## src/rtl/prrd_pkg.sv

```systemverilog
package prrd_pkg;

    localparam int IDX_BITS    = 16;
    localparam int MAP_DEPTH   = 1 << IDX_BITS;
    localparam int EPOCH_BITS  = 8;
    localparam int PIX_BITS    = 24;
    localparam int DIM_BITS    = 12;
    localparam int SLOT_BITS   = 16;
    localparam int WORD_BITS   = 64;
    localparam int STATUS_BITS = 3;
    localparam int CNT_BITS    = $clog2(PIX_BITS);
    localparam int QDEPTH      = 2;
    localparam int QPTR_BITS   = $clog2(QDEPTH);
    localparam int QCNT_BITS   = $clog2(QDEPTH + 1);
    localparam int CFG_IDX_BITS = 1;

    localparam logic [CFG_IDX_BITS-1:0] REG_FRAME_WIDTH  = 1'd0;
    localparam logic [CFG_IDX_BITS-1:0] REG_FRAME_HEIGHT = 1'd1;

    localparam logic [DIM_BITS-1:0] WIDTH_RESET  = 12'd640;
    localparam logic [DIM_BITS-1:0] HEIGHT_RESET = 12'd480;

    localparam logic [3:0] FLAG_MAX = 4'd1;

    typedef enum logic [STATUS_BITS-1:0] {
        ST_OK         = 3'd0,
        ST_END        = 3'd1,
        ST_BAD_PIXEL  = 3'd2,
        ST_BAD_FLAG_A = 3'd3,
        ST_BAD_FLAG_B = 3'd4,
        ST_REUSE_A    = 3'd5,
        ST_REUSE_B    = 3'd6
    } t_status;

    typedef enum logic [1:0] {
        S_CLEAR,
        S_IDLE,
        S_DIV,
        S_CHECK
    } t_back_state;

    typedef struct packed {
        logic                 is_end;
        logic [PIX_BITS-1:0]  pix_m1;
        t_status              flag_status;
        logic                 has_a;
        logic [SLOT_BITS-1:0] idx_a;
        logic                 has_b;
        logic [SLOT_BITS-1:0] idx_b;
    } t_rec;

endpackage

```

## src/rtl/prrd_queue.sv

```systemverilog
module prrd_queue (
    input  logic           i_clk,
    input  logic           i_rst_n,
    input  logic           i_push,
    input  prrd_pkg::t_rec i_rec,
    output logic           o_full,
    input  logic           i_pop,
    output logic           o_valid,
    output prrd_pkg::t_rec o_rec
);
    import prrd_pkg::*;

    t_rec                 r_mem [QDEPTH];
    logic [QPTR_BITS-1:0] r_wptr;
    logic [QPTR_BITS-1:0] r_rptr;
    logic [QCNT_BITS-1:0] r_count;
    logic [QCNT_BITS-1:0] n_count;

    always_comb begin
        n_count = r_count;
        if (i_push && !i_pop) begin
            n_count = r_count + QCNT_BITS'(1);
        end else if (!i_push && i_pop) begin
            n_count = r_count - QCNT_BITS'(1);
        end
    end

    always_ff @(posedge i_clk) begin
        if (!i_rst_n) begin
            r_wptr  <= '0;
            r_rptr  <= '0;
            r_count <= '0;
        end else begin
            if (i_push) begin
                r_wptr <= (r_wptr == QPTR_BITS'(QDEPTH - 1)) ? '0 : r_wptr + QPTR_BITS'(1);
            end
            if (i_pop) begin
                r_rptr <= (r_rptr == QPTR_BITS'(QDEPTH - 1)) ? '0 : r_rptr + QPTR_BITS'(1);
            end
            r_count <= n_count;
        end
    end

    always_ff @(posedge i_clk) begin
        if (i_push) begin
            r_mem[r_wptr] <= i_rec;
        end
    end

    assign o_full  = (r_count == QCNT_BITS'(QDEPTH));
    assign o_valid = (r_count != '0);
    assign o_rec   = r_mem[r_rptr];

endmodule

```

## config.mk

```make
export PLATFORM = sky130hd
export DESIGN_NAME = prrd_queue
export DESIGN_NICKNAME = d
export VERILOG_FILES = /design/src/rtl/prrd_pkg.sv /design/src/rtl/prrd_queue.sv
export SDC_FILE = /design/constraint.sdc
export NUM_CORES = 1
export LEC_CHECK = 0
export BUFFER_PORTS_ARGS = -buffer_cell sky130_fd_sc_hd__buf_4
export CORE_MARGIN = 2
export CORE_UTILIZATION = 52
export CTS_CLUSTER_DIAMETER = 100
export DETAILED_ROUTE_END_ITERATION = 8
export GPL_ROUTABILITY_DRIVEN = 0
export PLACE_DENSITY = 0.79
export SKIP_CTS_REPAIR_TIMING = 1
export SYNTH_ARGS = -nofsm -noshare
export SYNTH_HDL_FRONTEND = slang
export SYNTH_SLANG_ARGS = --single-unit
```

## constraint.sdc

```tcl
create_clock -name i_clk -period 4.41 [get_ports i_clk]
set_input_delay 0.441 -clock i_clk [delete_from_list [all_inputs] [get_ports i_clk]]
set_output_delay 0.441 -clock i_clk [all_outputs]
set_load 0.005 [all_outputs]
```

==> results.sh <==
export IMPL_endpoint_kind="primary output"
export IMPL_ios=130
export IMPL_cp_slowest_cell="dfxtp_2"
export IMPL_yosysTopAreaCellShare_pct=79.0
export IMPL_remaining_drc_errors=0
export IMPL_synth_top_area_cell="edfxtp_1"
export IMPL_die_h_um=99.2
export IMPL_htreeDepth=4
export IMPL_grt_ovfl_total=0
export IMPL_viasPerCell=4.97
export IMPL_ys_flop_type="edfxtp_1"
export IMPL_drv_slew=0
export IMPL_dpl_hpwl_um=5210
export IMPL_via_count=2392
export IMPL_cts_tree="yes"
export IMPL_layout_nets=427
export IMPL_crit_top_cell="buf_4"
export IMPL_synth_avg_cell_area_um2=21.9
export IMPL_synth_cell_types=17
export IMPL_synth_fp_nets=282
export IMPL_grt_max_degree=44
export IMPL_antenna_found_initial=0
export IMPL_first_global_vias=2516
export IMPL_clock_fmax_mhz=361
export IMPL_row_count=34
export IMPL_wl_um=8170
export IMPL_fin_crit_ns=2.77
export IMPL_cts_buffer_depth=2
export IMPL_worst_slew_pin_slew_ns=1.06
export IMPL_power_density_mw_per_mm2=493
export IMPL_crit_arrival_ns=2.33
export IMPL_peakVddDrop_mv=0.325
export IMPL_hold_viol=0
export IMPL_setup_tns_ns=0
export IMPL_drive_gt1_share_pct=62.2
export IMPL_grt_usage_pct=16.7
export IMPL_synth_common_cells="edfxtp_1 (124), mux2_2 (62), buf_6 (6)"
export IMPL_clk_pin_slew_ns=0.06
export IMPL_cp_top_family="flip-flops"
export IMPL_diodes=0
export IMPL_synthToLayoutAreaGrowth_pct=35.9
export IMPL_coreArea_mm2=0.00876
export IMPL_fin_util_pct=73.1
export IMPL_path_buf_inv=2
export IMPL_startpoint_type="flop"
export IMPL_cts_sinks=129
export IMPL_syn_inst=215
export IMPL_portBuffers=129
export IMPL_start_util_pct=53.8
export IMPL_wire_per_inst_um=17.0
export IMPL_yosysSeqAreaShare_pct=81.1
export IMPL_die_area_mm2=0.00985
export IMPL_critPathMaxStageDelay_ns=0.71
export IMPL_cap_violations=0
export IMPL_ys_seq_elements=129
export IMPL_worstPathRequired_ns=3.97
export IMPL_clkLatencyLatePin_ns=0.50
export IMPL_ys_top_cells_by_area="edfxtp_1 (79%), mux2_2 (15%), dfxtp_1 (2.1%), buf_6 (1.4%), and2_1 (0.53%)"
export IMPL_drt_iter0_markers=99
export IMPL_yosysMostFrequentCell="edfxtp_1"
export IMPL_cts_root_buffer="clkbuf_8"
export IMPL_synth_edff_count=124
export IMPL_leakage_nw=2.44
export IMPL_hp_class="input pin to flop"
export IMPL_cts_made_buffers=17
export IMPL_rsz0062_at_grt="false"
export IMPL_syn_area_mm2=0.00472
export IMPL_min_period_over_period_pct=62.8
export IMPL_relSlewSlack_pct=29.5
export IMPL_grt_pass1_wl_um=12300
export IMPL_die_x_um=99.2
export IMPL_run_status="finished clean"
export IMPL_path_max_fanout=37
export IMPL_worstPathCellList="buf_4 -> mux2_2 -> buf_4"
export IMPL_fin_skew_ns=0.00409
export IMPL_synth_async_reset_ratio_pct=0
export IMPL_drt_pass1_iterations=4
export IMPL_setup_worst_path_class="flop to primary output"
export IMPL_antenna_left=0
export IMPL_finalSetupViolCount=0
export IMPL_synth_warnings=0
## area by class of cell
type	instances	area, um^2
Multi-Input combinational cell	78	825
Fill cell	517	2360
Sequential cell	129	3820
Clock inverter	15	206
Inverter	1	3.75
Tap cell	108	135
Clock buffer	17	414
Timing Repair Buffer	133	998
## final timing paths
check	slack (ns)	endpoint	from	cells after the start
hold reg to reg	0.52	r_count[1]	r_count[1]	2
setup reg to reg	2.38	r_mem[1][49]	r_wptr	2
setup / recovery	1.64	o_rec[23]	flop	3
hold / removal	0.12	r_mem[0][43]	i_rec[43]	1
## per-layer routing
metal / part of all wire, % / global-route usage [%] / vias up
met3: 6.2 / 5.41 / 5
met1: 43 / 21.3 / 1160
met5: 0 / 0 / -
li1: - / - / 1138
met4: 0.55 / 6.43 / 0
met2: 50 / 27.1 / 89
## layout by cell type, fill, tap and decap left out, drive strengths merged
cell type	Yosys	routed
buf	7	133
edfxtp	124	124
mux2	62	62
clkbuf	0	17
clkinv	0	6
dfxtp	5	5
bufinv	0	4
and2	4	4
inv	1	4
xor2	2	2
clkinvlp	0	2
nor2b	2	2
and2b	1	1
or2	1	1
xnor2	1	1
o21a	1	1
o21ai	1	1
or3	1	1
a21boi	1	1
ha	1	1
## registers in the layout (all words and copies together), names as in the netlist, named ones only
signal / flops
r_count: 2
r_mem: 124
r_rptr: 1
r_wptr: 1
## power breakdown
part | leakage, nW | total [mW] | switching, mW | internal [mW]
clock | 0.299 | 1.43 | 0.507 | 0.924
combinational | 0.938 | 0.289 | 0.112 | 0.178
sequential | 1.21 | 1.44 | 0.0250 | 1.42
## worst reg2reg max path: cells and delay by family, from the launching register on
kind | cells | cell delay, ns
DFF | 1 | 0.37
and+or+nand+nor | 1 | 0.88
buffers and inverters | 1 | 0.45
## metrics by stage
step                hold WS [ns]  instances  worst slack, ns  power [mW]  instance area (um^2)
global placement           0.481        449             2.13        1.75                  5790
floorplan                  0.461        215            0.719        1.60                  4720
global route              0.0950        481             1.50        3.28                  6410
CTS                        0.101        481             1.57        3.20                  6410
finish                     0.125        481             1.64        3.16                  6410
detailed placement         0.505        449             2.11        1.76                  5790
## cell families after synthesis
logic type | share of synthesized area (%)
fa+ha+maj | 0.265
simple gates | 1.25
xor+xnor | 0.557
flops | 81.1
mux | 14.8
buf+inv | 1.62
compound gates | 0.425
Power figures use the tool's default switching activity.
