<file path="config.mk">
export PLATFORM = sky130hd
export DESIGN_NAME = prrd_front
export DESIGN_NICKNAME = d
export VERILOG_FILES = /design/src/rtl/prrd_pkg.sv /design/src/rtl/prrd_front.sv
export SDC_FILE = /design/constraint.sdc
export NUM_CORES = 1
export LEC_CHECK = 0
export ABC_AREA = 1
export BUFFER_PORTS_ARGS = -buffer_cell sky130_fd_sc_hd__buf_2
export CAP_MARGIN = 20
export CELL_PAD_IN_SITES_DETAIL_PLACEMENT = 0
export CELL_PAD_IN_SITES_GLOBAL_PLACEMENT = 2
export CORE_MARGIN = 1
export CORE_UTILIZATION = 13
export DETAILED_ROUTE_END_ITERATION = 10
export GPL_ROUTABILITY_DRIVEN = 1
export GPL_TIMING_DRIVEN = 0
export PLACE_DENSITY_LB_ADDON = 0.1
export SYNTH_ARGS = -nofsm -noshare
export SYNTH_HDL_FRONTEND = slang
export SYNTH_SLANG_ARGS = --single-unit
</file>
<file path="constraint.sdc">
create_clock -name vclk -period 1.5
set_clock_uncertainty 0.15 [all_clocks]
set_input_delay 0.075 -clock vclk [all_inputs]
set_output_delay 0.075 -clock vclk [all_outputs]
set_load 0.02 [all_outputs]
</file>
<file path="src/rtl/prrd_pkg.sv">
package prrd_pkg;

    localparam int IDX_BITS    = 16;
    localparam int MAP_DEPTH   = 1 << IDX_BITS;
    localparam int EPOCH_BITS  = 8;
    localparam int PIX_BITS    = 24;
    localparam int DIM_BITS    = 12;
    localparam int SLOT_BITS   = 16;
    localparam int WORD_BITS   = 64;
    localparam int STATUS_BITS = 3;
    localparam int CNT_BITS    = $clog2(PIX_BITS);
    localparam int QDEPTH      = 2;
    localparam int QPTR_BITS   = $clog2(QDEPTH);
    localparam int QCNT_BITS   = $clog2(QDEPTH + 1);
    localparam int CFG_IDX_BITS = 1;

    localparam logic [CFG_IDX_BITS-1:0] REG_FRAME_WIDTH  = 1'd0;
    localparam logic [CFG_IDX_BITS-1:0] REG_FRAME_HEIGHT = 1'd1;

    localparam logic [DIM_BITS-1:0] WIDTH_RESET  = 12'd640;
    localparam logic [DIM_BITS-1:0] HEIGHT_RESET = 12'd480;

    localparam logic [3:0] FLAG_MAX = 4'd1;

    typedef enum logic [STATUS_BITS-1:0] {
        ST_OK         = 3'd0,
        ST_END        = 3'd1,
        ST_BAD_PIXEL  = 3'd2,
        ST_BAD_FLAG_A = 3'd3,
        ST_BAD_FLAG_B = 3'd4,
        ST_REUSE_A    = 3'd5,
        ST_REUSE_B    = 3'd6
    } t_status;

    typedef enum logic [1:0] {
        S_CLEAR,
        S_IDLE,
        S_DIV,
        S_CHECK
    } t_back_state;

    typedef struct packed {
        logic                 is_end;
        logic [PIX_BITS-1:0]  pix_m1;
        t_status              flag_status;
        logic                 has_a;
        logic [SLOT_BITS-1:0] idx_a;
        logic                 has_b;
        logic [SLOT_BITS-1:0] idx_b;
    } t_rec;

endpackage

</file>
<file path="src/rtl/prrd_front.sv">
module prrd_front (
    input  logic                           i_in_valid,
    output logic                           o_in_stall,
    input  logic [prrd_pkg::WORD_BITS-1:0] i_record_word,
    input  logic                           i_clearing,
    input  logic                           i_q_full,
    output logic                           o_q_push,
    output prrd_pkg::t_rec                 o_q_rec
);
    import prrd_pkg::*;

    logic [PIX_BITS-1:0] pixnum;
    logic [3:0]          flag_a;
    logic [3:0]          flag_b;

    always_comb begin
        pixnum = i_record_word[63:40];
        flag_a = i_record_word[39:36];
        flag_b = i_record_word[19:16];

        o_q_rec.is_end = (pixnum == '0);
        o_q_rec.pix_m1 = pixnum - PIX_BITS'(1);
        if (flag_a > FLAG_MAX) begin
            o_q_rec.flag_status = ST_BAD_FLAG_A;
        end else if (flag_b > FLAG_MAX) begin
            o_q_rec.flag_status = ST_BAD_FLAG_B;
        end else begin
            o_q_rec.flag_status = ST_OK;
        end
        o_q_rec.has_a = flag_a[0];
        o_q_rec.idx_a = flag_a[0] ? i_record_word[35:20] : '0;
        o_q_rec.has_b = flag_b[0];
        o_q_rec.idx_b = flag_b[0] ? i_record_word[15:0] : '0;
    end

    assign o_in_stall = i_q_full | i_clearing;
    assign o_q_push   = i_in_valid & ~o_in_stall;

endmodule

</file>
==> implementation parameters <==
Parameter                              Value

Min path
  Classification of the worst-slack hold path ... in2out
  Cell depth of the worst hold path ... 2
  Worst min-delay path endpoint ... o_q_rec[33]
  Hold path startpoint ... i_record_word[36]

Power
  Worst VDD drop ... 0.07163 mV
  Clock Power Share ... 0%
  Logic gate share of total power ... 100.0%
  Sequential group share of total power ... 0%
  Design Power ... 474.9 uW
  Net switching component of the power ... 290.8 uW
  Pwr per Cell Area ... 262.5 nW/um2
  Switching power as a share of total power ... 61.23%
  Leakage dissipation ... 1.216 nW
  Internal power ... 184.1 uW

Setup path
  Worst Path Class, Setup ... in2out
  Worst Setup End Kind ... output port
  Crit path max fanout ... 5
  Crit path required time ... 1.27 ns
  Data arrival time of the critical path ... 1.17 ns
  Critical Path Source Type ... input port

Synthesis
  Yosys warnings ... 0
  Net count of the mapped netlist ... 279
  Post-synthesis sequential area ratio ... 0%
  Mean instance size in the synthesized netlist ... 4.808 um2
  Count of distinct cell types in the synthesized netlist ... 19
  Cells after Synth ... 210
  Post-Syn Area ... 1010 um2

Global route
  Maximum number of pins on one net before global-route repair ... 11
  Global-route wire length before repair ... 6.679 mm
  Antenna violations before repair ... 0
  Sum of overflow across all layers after global routing ... 0
  Number of global-route vias before repair ... 1457
  Overall fraction of global-route tracks in use ... 9.851%

Floorplanning
  Die area ... 8123 um2
  CORE AREA ... 7370 um2
  Floorplan die height ... 90.13 um
  Initial core utilization ... 13.70%
  I/O Pins ... 131
  Horiz. Die Dim ... 90.13 um
  Row cnt ... 31

STA
  Fmax achieved ... 719.0 MHz
  Max-slew headroom ... 80.78%
  Pins Over Slew Limit ... 0
  Final Hold Fails ... 0
  Min Tclk post-route ... 1.391 ns
  Worst Max-Slew Pin Slew ... 0.2880 ns
  Final period utilization ... 92.72%
  Unrepaired setup endpoints after global routing ... true
  Worst setup margin ... 0.1092 ns
  Setup Total Neg Slack ... 0 ns
  Final setup vio count ... 0

Run status
  Status ... finished, final reports clean

Placement
  Pre-CTS setup slack ... -0.1044 ns
  Count of placed standard cells including taps ... 438
  Weighted congestion at the end of routability-driven global placement ... 0.6493
  Cell Area, Placed ... 1787 um2
  Detailed placer's ending HPWL ... 3.797 mm
  Number of buffers added on ports ... 129

Routing
  Per-cell routed wire length ... 9.482 um
  First-pass DRT Iterations ... 4
  Drt first-iter violations ... 38
  Number of vias per cell ... 3.553
  DRT antenna net count ... 0
  # DRC ... 0
  Routed via count ... 1556
  DRT Wirelength ... 4.153 mm

Finish
  Net count, final ... 410
  Diodes inserted ... 0
  Area of all placed cells without fillers ... 1809 um2
  Count of clock buffers in the final design ... 0
  Synthesis-to-finish area growth ... 79.18%
  Post-Layout Cell Count ... 438
  Ratio of cells with drive above 1 in the final layout ... 46.61%
  Footprint of the flip-flops and latches ... 0 um2
  Number of sequential storage elements ... 0

Flow run
  MaxCap Viol Count ... 0

Clock network
  CTS Hold Bufs ... 0
-- cell usage in the layout, fill, tap and decap left out, drive strengths merged --
| master | instances |
|---|---|
| buf | 134 |
| clkbuf | 2 |
| ha | 2 |
| inv | 53 |
| nand2 | 74 |
| nand3 | 9 |
| nand3b | 1 |
| nand4 | 7 |
| nor2 | 38 |
| nor3 | 2 |
| or2 | 1 |
| or3 | 1 |
| xnor2 | 5 |
| xor2 | 10 |
-- worst max path at each step --
stage	startpoint	to	slack, ns	cells after the start
global route	i_record_word[43]	o_q_rec[50]	-0.02	7
floorplan	i_record_word[40]	o_q_rec[53]	0.02	6
finish	i_record_word[40]	o_q_rec[49]	0.11	8
CTS	i_record_word[46]	o_q_rec[52]	0.07	7
global placement	i_record_word[40]	o_q_rec[51]	-0.14	8
detailed placement	i_record_word[40]	o_q_rec[49]	-0.10	8
-- per-stage QoR --
step	util, %	hold WS (ns)
after floorplan	-	0.09918
after global placement	24.24	0.2190
after detailed placement	24.24	0.2178
after CTS	24.41	0.2176
after global routing	24.55	0.2227
final	24.55	0.2168
-- cells in the mapped netlist --
cell type | instances | area [um2]
sky130_fd_sc_hd__clkbuf_1 | 2 | 7.510
sky130_fd_sc_hd__nand3b_1 | 1 | 7.510
sky130_fd_sc_hd__nand3_1 | 8 | 40.04
sky130_fd_sc_hd__ha_1 | 2 | 25.02
sky130_fd_sc_hd__xnor2_1 | 5 | 43.79
sky130_fd_sc_hd__nand4_1 | 7 | 43.79
sky130_fd_sc_hd__nand3_2 | 1 | 10.01
sky130_fd_sc_hd__nor2_4 | 6 | 67.56
sky130_fd_sc_hd__xor2_1 | 10 | 87.58
sky130_fd_sc_hd__or3_1 | 1 | 6.260
sky130_fd_sc_hd__buf_4 | 3 | 22.52
sky130_fd_sc_hd__or2_2 | 1 | 6.260
sky130_fd_sc_hd__nand2_1 | 70 | 262.8
sky130_fd_sc_hd__buf_2 | 2 | 10.01
sky130_fd_sc_hd__nand2_2 | 4 | 25.02
sky130_fd_sc_hd__inv_1 | 53 | 198.9
sky130_fd_sc_hd__nor2_2 | 6 | 37.54
sky130_fd_sc_hd__nor2_1 | 26 | 97.59
sky130_fd_sc_hd__nor3_1 | 2 | 10.01
-- power groups by stage --
stage | sequential (mW) | combinational, mW | clock, mW
3_5_place_dp | 0 | 0.476 | 0
5_1_grt | 0 | 0.527 | 0
4_1_cts | 0 | 0.481 | 0
3_3_place_gp | 0 | 0.477 | 0
6_report | 0 | 0.475 | 0
2_1_floorplan | 0 | 0.263 | 0
-- metal layers --
| layer | up-vias | part of all wire, % | track usage (%) |
|---|---|---|---|
| met5 | - | 0 | 0 |
| met1 | 635 | 46 | 12.58 |
| met4 | 0 | 0 | 0 |
| met3 | 0 | 6.6 | 0.8460 |
| met2 | 63 | 48 | 18.83 |
| li1 | 858 | - | - |
-- critical path, cell delays in order --
cell	delay (ns)
sky130_fd_sc_hd__buf_2	0.11
sky130_fd_sc_hd__inv_2	0.12
sky130_fd_sc_hd__ha_4	0.18
sky130_fd_sc_hd__nand2_2	0.09
sky130_fd_sc_hd__nor2_4	0.18
sky130_fd_sc_hd__nand2_1	0.12
sky130_fd_sc_hd__xnor2_2	0.12
sky130_fd_sc_hd__buf_2	0.18
-- cell families (layout without fill, tap and decap cells) --
family	after synthesis	in the layout	share of synthesized area [%]
AND/OR/NAND/NOR	133	133	60.84
buffers and inverters	60	189	23.67
adder cells (fa/ha/maj)	2	2	2.478
XOR/XNOR	15	15	13.01
-- area by class of cell --
class                      instances  area, um2
buffer                             7      40.04
tap                               99      123.9
timing repair buffer             129      648.1
multi-input combinational        150      798.3
inverter                          53      198.9
fill                             911       5560
-- repair_timing --
item	4_1_cts	5_1_grt
resized for setup	3	4
setup endpoints to repair	7	6
setup buffers	0	0
pin swaps	0	2
Note: power is estimated with default switching activity, not from simulation.
